[src/sv/bsr_pkg.sv]
// ----------------------------------------------------------------------------
// bsr_pkg
// Shared types and codes for the byte stack: payload beats, command kinds,
// status codes and the controller/datapath command and status bundles.
// ----------------------------------------------------------------------------
package bsr_pkg;

    // Stack geometry
    localparam int DEPTH  = 64;
    localparam int FILL_W = 7;
    localparam int KIND_W = 3;
    localparam int ST_W   = 2;
    localparam int OP_W   = 3;

    // Command kinds
    localparam logic [KIND_W-1:0] KIND_PUSH = 3'd0;
    localparam logic [KIND_W-1:0] KIND_POP  = 3'd1;
    localparam logic [KIND_W-1:0] KIND_PEEK = 3'd2;
    localparam logic [KIND_W-1:0] KIND_DUP  = 3'd3;
    localparam logic [KIND_W-1:0] KIND_UROT = 3'd4;
    localparam logic [KIND_W-1:0] KIND_DROT = 3'd5;
    localparam logic [KIND_W-1:0] KIND_DUMP = 3'd6;

    // Result status codes
    localparam logic [ST_W-1:0] ST_OK      = 2'd0;
    localparam logic [ST_W-1:0] ST_FULL    = 2'd1;
    localparam logic [ST_W-1:0] ST_EMPTY   = 2'd2;
    localparam logic [ST_W-1:0] ST_IGNORED = 2'd3;

    // Cell chain operations
    localparam logic [OP_W-1:0] OP_NONE     = 3'd0;
    localparam logic [OP_W-1:0] OP_PUSH     = 3'd1;
    localparam logic [OP_W-1:0] OP_POP      = 3'd2;
    localparam logic [OP_W-1:0] OP_DUP      = 3'd3;
    localparam logic [OP_W-1:0] OP_ROT_ITEM = 3'd4;
    localparam logic [OP_W-1:0] OP_ROT_FILL = 3'd5;

    typedef struct packed {
        logic [KIND_W-1:0] kind;
        logic [7:0]        push_byte;
        logic [FILL_W-1:0] rotate_span;
    } t_in_item;

    typedef struct packed {
        logic [ST_W-1:0] status;
        logic [7:0]      data_byte;
        logic            has_data;
        logic            last;
    } t_out_item;

    // Controller to datapath
    typedef struct packed {
        logic              load_item;
        logic [OP_W-1:0]   op;
        logic              emit;
        logic [ST_W-1:0]   emit_status;
        logic              emit_data;
        logic              emit_last_cnt;
        logic              cnt_load_span;
        logic              cnt_load_fill;
        logic              cnt_dec;
    } t_cmd;

    // Datapath to controller
    typedef struct packed {
        logic [KIND_W-1:0] kind;
        logic              empty;
        logic              full;
        logic              rot_ok;
        logic              out_free;
        logic              cnt_last;
    } t_stat;

endpackage

[src/sv/byte_stack_with_rotate.sv]
// ----------------------------------------------------------------------------
// byte_stack_with_rotate
// Byte-wide stack with push, pop, peek, duplicate, up/down rotate and dump.
// ----------------------------------------------------------------------------
//  Channel   Direction  Handshake                     Beat
//  in        to block   i_in_valid / o_in_stall       t_in_item (one command)
//  out       from block o_out_valid / i_out_stall     t_out_item (one result)
//  cfg       to block   i_cfg_wr_en                   capacity_in_use, 7 bits
//
//  Push, pop, peek, duplicate, up-rotate and ignored commands are accepted,
//  then executed into the output register.
//  Down-rotate: result, then one up-rotate pass of the cell chain a cycle.
//  Dump: one byte a cycle out of the top cell while the output is free.
//  Output stall holds the result register and delays the execute step.
//  Synchronous reset empties the stack and sets the capacity to 64.
// ----------------------------------------------------------------------------
module byte_stack_with_rotate import bsr_pkg::*; (
    input  logic              i_clk,
    input  logic              i_rst_n,
    input  logic              i_cfg_wr_en,
    input  logic [FILL_W-1:0] i_cfg_wr_data,
    input  logic              i_in_valid,
    output logic              o_in_stall,
    input  t_in_item          i_in_data,
    output logic              o_out_valid,
    input  logic              i_out_stall,
    output t_out_item         o_out_data
);

    t_cmd  cmd;
    t_stat stat;

    // Sequencer
    bsr_ctrl u_ctrl (
        .i_clk      (i_clk),
        .i_rst_n    (i_rst_n),
        .i_in_valid (i_in_valid),
        .o_in_stall (o_in_stall),
        .i_stat     (stat),
        .o_cmd      (cmd)
    );

    // Cell chain and result register
    bsr_dpath u_dpath (
        .i_clk         (i_clk),
        .i_rst_n       (i_rst_n),
        .i_cfg_wr_en   (i_cfg_wr_en),
        .i_cfg_wr_data (i_cfg_wr_data),
        .i_in_data     (i_in_data),
        .o_out_valid   (o_out_valid),
        .i_out_stall   (i_out_stall),
        .o_out_data    (o_out_data),
        .i_cmd         (cmd),
        .o_stat        (stat)
    );

endmodule

[src/sv/bsr_ctrl.sv]
// ----------------------------------------------------------------------------
// bsr_ctrl
// Sequencer for the byte stack: takes one command beat, executes it against
// the datapath, and steps through down-rotate passes and dump beats.
// ----------------------------------------------------------------------------
module bsr_ctrl import bsr_pkg::*; (
    input  logic  i_clk,
    input  logic  i_rst_n,
    input  logic  i_in_valid,
    output logic  o_in_stall,
    input  t_stat i_stat,
    output t_cmd  o_cmd
);

    localparam logic [1:0] S_IDLE = 2'd0;
    localparam logic [1:0] S_EXEC = 2'd1;
    localparam logic [1:0] S_ROTD = 2'd2;
    localparam logic [1:0] S_DUMP = 2'd3;

    logic [1:0] r_state;
    logic [1:0] n_state;

    // Accept only when idle and out of reset
    assign o_in_stall = (r_state != S_IDLE) || !i_rst_n;

    // Decode state and status into datapath commands
    always_comb begin
        n_state = r_state;
        o_cmd   = '0;
        unique case (r_state)
            S_IDLE: begin
                if (i_in_valid) begin
                    o_cmd.load_item = 1'b1;
                    n_state         = S_EXEC;
                end
            end
            S_EXEC: begin
                if (i_stat.out_free) begin
                    o_cmd.emit        = 1'b1;
                    o_cmd.emit_status = ST_OK;
                    n_state           = S_IDLE;
                    unique case (i_stat.kind)
                        KIND_PUSH: begin
                            if (i_stat.full) o_cmd.emit_status = ST_FULL;
                            else             o_cmd.op          = OP_PUSH;
                        end
                        KIND_POP: begin
                            if (i_stat.empty) begin
                                o_cmd.emit_status = ST_EMPTY;
                            end else begin
                                o_cmd.op        = OP_POP;
                                o_cmd.emit_data = 1'b1;
                            end
                        end
                        KIND_PEEK: begin
                            if (i_stat.empty) o_cmd.emit_status = ST_EMPTY;
                            else              o_cmd.emit_data   = 1'b1;
                        end
                        KIND_DUP: begin
                            if (i_stat.empty)     o_cmd.emit_status = ST_EMPTY;
                            else if (i_stat.full) o_cmd.emit_status = ST_FULL;
                            else                  o_cmd.op          = OP_DUP;
                        end
                        KIND_UROT: begin
                            if (i_stat.rot_ok) o_cmd.op          = OP_ROT_ITEM;
                            else               o_cmd.emit_status = ST_IGNORED;
                        end
                        KIND_DROT: begin
                            // Report now, then run span-1 up-rotate passes
                            if (i_stat.rot_ok) begin
                                o_cmd.cnt_load_span = 1'b1;
                                n_state             = S_ROTD;
                            end else begin
                                o_cmd.emit_status = ST_IGNORED;
                            end
                        end
                        KIND_DUMP: begin
                            if (i_stat.empty) begin
                                o_cmd.emit_status = ST_EMPTY;
                            end else begin
                                o_cmd.emit          = 1'b0;
                                o_cmd.cnt_load_fill = 1'b1;
                                n_state             = S_DUMP;
                            end
                        end
                        default: begin
                            o_cmd.emit_status = ST_OK;
                        end
                    endcase
                end
            end
            S_ROTD: begin
                o_cmd.op      = OP_ROT_ITEM;
                o_cmd.cnt_dec = 1'b1;
                if (i_stat.cnt_last) n_state = S_IDLE;
            end
            S_DUMP: begin
                // Emit top, then rotate the whole stack one place
                if (i_stat.out_free) begin
                    o_cmd.emit          = 1'b1;
                    o_cmd.emit_status   = ST_OK;
                    o_cmd.emit_data     = 1'b1;
                    o_cmd.emit_last_cnt = 1'b1;
                    o_cmd.op            = OP_ROT_FILL;
                    o_cmd.cnt_dec       = 1'b1;
                    if (i_stat.cnt_last) n_state = S_IDLE;
                end
            end
            default: begin
                n_state = S_IDLE;
            end
        endcase
    end

    // Advance state
    always_ff @(posedge i_clk) begin
        if (!i_rst_n) begin
            r_state <= S_IDLE;
        end else begin
            r_state <= n_state;
        end
    end

endmodule

[src/sv/bsr_dpath.sv]
// ----------------------------------------------------------------------------
// bsr_dpath
// Datapath for the byte stack: a chain of byte cells with the top in cell 0,
// fill level, capacity register, command register, pass counter and the
// output register.
// ----------------------------------------------------------------------------
module bsr_dpath import bsr_pkg::*; (
    input  logic              i_clk,
    input  logic              i_rst_n,
    input  logic              i_cfg_wr_en,
    input  logic [FILL_W-1:0] i_cfg_wr_data,
    input  t_in_item          i_in_data,
    output logic              o_out_valid,
    input  logic              i_out_stall,
    output t_out_item         o_out_data,
    input  t_cmd              i_cmd,
    output t_stat             o_stat
);

    logic [7:0]        r_cell [DEPTH];
    logic [7:0]        n_cell [DEPTH];
    logic [FILL_W-1:0] r_fill;
    logic [FILL_W-1:0] n_fill;
    logic [FILL_W-1:0] r_cap;
    logic [FILL_W-1:0] r_cnt;
    t_in_item          r_item;
    logic              r_out_valid;
    t_out_item         r_out;
    t_out_item         n_out;

    logic [FILL_W-1:0] eff_cap;
    logic [FILL_W-1:0] rot_span;
    logic [FILL_W-1:0] rot_sm1;
    logic              cnt_last;
    logic              out_free;

    // Status toward the controller
    assign eff_cap  = (r_cap > FILL_W'(DEPTH)) ? FILL_W'(DEPTH) : r_cap;
    assign cnt_last = (r_cnt == FILL_W'(1));
    assign out_free = !r_out_valid || !i_out_stall;

    assign o_stat.kind     = r_item.kind;
    assign o_stat.empty    = (r_fill == '0);
    assign o_stat.full     = (r_fill >= eff_cap);
    assign o_stat.rot_ok   = (r_item.rotate_span > FILL_W'(1)) &&
                             (r_item.rotate_span <= r_fill);
    assign o_stat.out_free = out_free;
    assign o_stat.cnt_last = cnt_last;

    // Up-rotate span: command span, or the whole stack during dump
    assign rot_span = (i_cmd.op == OP_ROT_FILL) ? r_fill : r_item.rotate_span;
    assign rot_sm1  = rot_span - FILL_W'(1);

    // Per-cell next value
    always_comb begin
        n_cell = r_cell;
        n_fill = r_fill;
        unique case (i_cmd.op) inside
            OP_PUSH: begin
                for (int i = 1; i < DEPTH; i++) n_cell[i] = r_cell[i-1];
                n_cell[0] = r_item.push_byte;
                n_fill    = r_fill + FILL_W'(1);
            end
            OP_DUP: begin
                for (int i = 1; i < DEPTH; i++) n_cell[i] = r_cell[i-1];
                n_fill = r_fill + FILL_W'(1);
            end
            OP_POP: begin
                for (int i = 0; i < DEPTH - 1; i++) n_cell[i] = r_cell[i+1];
                n_fill = r_fill - FILL_W'(1);
            end
            OP_ROT_ITEM, OP_ROT_FILL: begin
                // Cells above the span's bottom move up, old top drops there
                for (int i = 0; i < DEPTH - 1; i++) begin
                    if (FILL_W'(i) < rot_sm1) n_cell[i] = r_cell[i+1];
                end
                for (int i = 0; i < DEPTH; i++) begin
                    if (FILL_W'(i) == rot_sm1) n_cell[i] = r_cell[0];
                end
            end
            default: begin
                n_cell = r_cell;
            end
        endcase
    end

    // Build the result beat
    always_comb begin
        n_out.status    = i_cmd.emit_status;
        n_out.data_byte = i_cmd.emit_data ? r_cell[0] : 8'd0;
        n_out.has_data  = i_cmd.emit_data;
        n_out.last      = i_cmd.emit_last_cnt ? cnt_last : 1'b1;
    end

    // Hold cells and command; no reset on payload
    always_ff @(posedge i_clk) begin
        r_cell <= n_cell;
        if (i_cmd.load_item) r_item <= i_in_data;
        if (i_cmd.emit)      r_out  <= n_out;
    end

    // Control registers
    always_ff @(posedge i_clk) begin
        if (!i_rst_n) begin
            r_fill      <= '0;
            r_cap       <= FILL_W'(DEPTH);
            r_cnt       <= '0;
            r_out_valid <= 1'b0;
        end else begin
            r_fill <= n_fill;
            if (i_cfg_wr_en) r_cap <= i_cfg_wr_data;
            if (i_cmd.cnt_load_span) begin
                r_cnt <= r_item.rotate_span - FILL_W'(1);
            end else if (i_cmd.cnt_load_fill) begin
                r_cnt <= r_fill;
            end else if (i_cmd.cnt_dec) begin
                r_cnt <= r_cnt - FILL_W'(1);
            end
            if (i_cmd.emit) begin
                r_out_valid <= 1'b1;
            end else if (!i_out_stall) begin
                r_out_valid <= 1'b0;
            end
        end
    end

    assign o_out_valid = r_out_valid;
    assign o_out_data  = r_out;

endmodule

[config.mk]
export PLATFORM = sky130hd
export DESIGN_NAME = byte_stack_with_rotate
export DESIGN_NICKNAME = d
export VERILOG_FILES = /design/src/sv/bsr_pkg.sv /design/src/sv/byte_stack_with_rotate.sv /design/src/sv/bsr_ctrl.sv /design/src/sv/bsr_dpath.sv
export SDC_FILE = /design/constraint.sdc
export NUM_CORES = 1
export LEC_CHECK = 0
export BUFFER_PORTS_ARGS = -buffer_cell sky130_fd_sc_hd__buf_2
export CELL_PAD_IN_SITES_DETAIL_PLACEMENT = 0
export CELL_PAD_IN_SITES_GLOBAL_PLACEMENT = 1
export CORE_ASPECT_RATIO = 0.5
export CORE_MARGIN = 10
export CORE_UTILIZATION = 40
export DETAILED_ROUTE_END_ITERATION = 7
export PLACE_DENSITY = 0.75
export SYNTH_ARGS = -nofsm -noshare
export SYNTH_HDL_FRONTEND = slang
export SYNTH_SLANG_ARGS = --single-unit
[constraint.sdc]
create_clock -name i_clk -period 5.69 [get_ports i_clk]
set_input_delay 1.138 -clock i_clk [delete_from_list [all_inputs] [get_ports i_clk]]
set_output_delay 1.138 -clock i_clk [all_outputs]
set_load 0.02 [all_outputs]
==> summary.md <==
| Metric | Value |
|---|---|
| Io pins | `44` |
| Max_cap viols | `0` |
| # port buffers | `43` |
| Ratio of cells with drive above 1 in the final layout | `0.1263` |
| Slew HR | `0.1020` |
| Root Buffer | `clkbuf_16` |
| Comb pwr share | `0.103` |
| Clk_lat worst skew | `630 ps` |
| Total Routing Usage GR | `0.2204` |
| Via count of the routed design | `23,990` |
| Synth Warn # | `0` |
| Psw | `2.387 mW` |
| Post-synth ARST share | `0` |
| Overflow after GRT | `0` |
| Sw Share | `0.2526` |
| Via-to-Cell Ratio | `6.457` |
| Worst setup EP type | `register` |
| GRT met3 Usage | `0.05738` |
| First-pass DRT Iterations | `6` |
| Max clock buf depth | `3` |
| Register area | `16,760 um^2` |
| Ys flop type | `edfxtp_1` |
| Avg Cell Area, Syn | `11.40 um^2` |
| Clock transition at the registers of the reported paths | `60 ps` |
| Largest net degree at the start of global routing | `250` |
| Period Utilization, post-route | `0.8570` |
| Sequential share of power | `0.519` |
| Fin crit period | `4877 ps` |
| Seq/Total Area, Yosys | `0.5576` |
| Setup_tns | `0 ps` |
| Netlist Area Pre-Place | `30,050 um^2` |
| Rows | `70` |
| Die footprint | `87,150 um^2` |
| Final setup viols | `0` |
| Diode count | `0` |
| # DRC | `0` |
| Final Max Tran Viols | `0` |
| Placeable Area | `73,750 um^2` |
| DP Wirelength | `71,060 um` |
| M1 GR Usage | `0.3235` |
| Clock skew after layout | `15.68 ps` |
| Area of the multi-input gates | `12,310 um^2` |
| F_max | `0.2051 GHz` |
| Starting Density | `0.4075` |
| Post-cts gate resize count | `0` |
| Slew @ Worst Pin | `1347 ps` |
| CP Launch Type | `primary input` |
| First-pass GRT wire length | `149,400 um` |
| Nets@finish | `2,723` |
| Initial antenna violation count | `1` |
| RD Place Congestion | `0.9926` |
| CTS sink cnt | `566` |
| Netlist cell types | `84` |
| Power per Cell Area | `283.0 nW/um^2` |
| Num CTS Buffers | `54` |
| Clock share of power | `0.378` |
| Grt peak-use layer | `met2` |
| Status | `completed` |
| DR iter-0 viols | `3,357` |
| GRT met2 Usage | `0.3240` |
| WP data required | `6050 ps` |
| Mapped Nets | `2,695` |
| HP Class | `register to register` |
| Area growth syn-to-layout | `11.11%` |
| Hold Buf Count CTS | `0` |
| Final Hold Vio Count | `0` |
| CTS tree | `yes` |
| Worst-case vdd ir drop | `0.2257 mV` |
| DP Worst Slack | `400.5 ps` |
| Hold Slack | `482.5 ps` |
| CP arrival | `5240 ps` |
| Die Width | `407.6 um` |
| H-tree depth | `2` |
| Post-synthesis register bit count | `566` |
| Vias in the first global route | `22,940` |
| Pint | `7.062 mW` |
| Antenna-violating nets left | `0` |
| Post-synth EDFFs | `542` |
| WL/cell | `26.96 um` |
| Unrepaired setup endpoints after global routing | `false` |
| Post-CTS Repair Setup Buffers | `0` |
| Setup ws final | `813.4 ps` |
| Crit-path max FO | `14` |
| Setup CP Type | `primary input to register` |
| Fillers | `6,909` |
| Leak | `11.57 nW` |
| Die Span Y | `213.8 um` |
| Final wirelength | `100,100 um` |
| Mapped Cells | `2,637` |
[registers in the layout, indices dropped and copies added (netlist names)]
signal / cells
u_ctrl.r_state: 2
u_dpath.o_out_data: 12
u_dpath.o_out_valid: 1
u_dpath.o_stat: 3
u_dpath.r_cap: 7
u_dpath.r_cell: 512
u_dpath.r_cnt: 7
u_dpath.r_fill: 7
u_dpath.r_item: 15
[cell type report]
type,instances,share of cell area
Multi-Input combinational cell,1829,0.3686
Clock buffer,71,0.04302
Timing Repair Buffer,175,0.03763
Sequential cell,566,0.5019
Inverter,39,0.004385
Clock inverter,27,0.006708
Tap cell,1008,0.03778
[cells in the mapped netlist (24+ instances only)]
| cell type | n | area, um^2 |
|---|---|---|
| a21oi_1 | 88 | 440.4 |
| a221o_1 | 382 | 3824 |
| a22oi_1 | 51 | 382.9 |
| and2_1 | 141 | 882.1 |
| and3_1 | 104 | 650.6 |
| buf_2 | 74 | 370.4 |
| clkbuf_1 | 114 | 427.9 |
| dfxtp_1 | 24 | 480.5 |
| edfxtp_1 | 542 | 16280 |
| ha_1 | 27 | 337.8 |
| inv_1 | 37 | 138.9 |
| mux2i_1 | 27 | 270.3 |
| nand2_1 | 264 | 991.0 |
| nand3_1 | 116 | 580.6 |
| nor2_1 | 250 | 938.4 |
| nor3_1 | 43 | 215.2 |
| o21ai_0 | 46 | 230.2 |
[critical path: stages]
cell and delay, ps:
buf_2 160, a21bo_2 310, nor3_1 100, a21oi_2 350, ha_1 480, nor3b_1 310, xor2_1 330, mux2_2 410
buf_4 260, nand2_1 130, nor3_4 480, a31oi_2 390, a221o_1 390
[power groups by stage]
stage / logic [mW] / registers (mW) / clock network (mW)
2_1_floorplan: 0.622 / 4.93 / 0
3_3_place_gp: 0.921 / 4.98 / 0
3_5_place_dp: 0.941 / 4.98 / 0
4_1_cts: 0.944 / 4.89 / 3.61
5_1_grt: 1.04 / 4.91 / 3.77
6_report: 0.974 / 4.90 / 3.58
[layout by cell type, fill, tap and decap left out, drive strengths merged, types with 6 or more instances in the layout]
cell / netlist / layout
edfxtp: 542 / 542
a221o: 382 / 382
nand2: 265 / 265
nor2: 256 / 256
buf: 88 / 175
and2: 141 / 141
nand3: 119 / 119
and3: 104 / 104
a21oi: 99 / 99
clkbuf: 115 / 71
nor3: 60 / 60
a22oi: 51 / 51
o21ai: 51 / 51
inv: 39 / 41
a31oi: 38 / 38
mux2i: 28 / 28
ha: 27 / 27
dfxtp: 24 / 24
nand4: 22 / 22
clkinv: 0 / 21
o211ai: 17 / 17
xnor2: 15 / 15
a21o: 14 / 14
nor4: 13 / 13
o221ai: 12 / 12
mux2: 10 / 10
a211oi: 8 / 8
nor2b: 7 / 7
nand2b: 7 / 7
and4: 7 / 7
or3: 7 / 7
a41oi: 7 / 7
xor2: 6 / 6
[stage by stage]
step                      instance area, um^2    util  power, mW  std cells
final                                   33390  0.4527      9.450       3715
after global routing                    33390  0.4527      9.722       3715
after CTS                               33390  0.4527      9.452       3715
after detailed placement                31730  0.4302      5.923       3617
after global placement                  31730  0.4302      5.899       3617
after floorplan                         30050       -      5.555       2637
[final timing paths]
kind / end / start / slack [ps] / depth (start not counted)
setup / recovery: u_dpath.r_cell[260]$_DFFE_PP_ / i_out_stall / 810 / 13
hold / removal: u_dpath.r_cap[0]$_SDFFE_PN0P_ / u_dpath.r_cap[0]$_SDFFE_PN0P_ / 480 / 2
setup reg to reg: u_dpath.r_cell[260]$_DFFE_PP_ / u_dpath.o_out_valid$_SDFFE_PN0P_ / 990 / 12
hold reg to reg: u_dpath.r_cap[0]$_SDFFE_PN0P_ / u_dpath.r_cap[0]$_SDFFE_PN0P_ / 480 / 2
[kinds of logic after synthesis]
family                   share of synthesized area
AO/OA/AOI/OAI                               0.2053
buffers and inverters                      0.03435
XOR/XNOR                                  0.006621
flip-flops                                  0.5576
adder cells (fa/ha/maj)                    0.01191
multiplexers                               0.01349
AND/OR/NAND/NOR                             0.1707
[per-layer routing]
metal | share of wire | routed length [um]
met5 | 0.00040 | 40
met4 | 0.018 | 1812
met3 | 0.12 | 11820
met2 | 0.41 | 41540
met1 | 0.45 | 44930
Power figures use the tool's default switching activity.
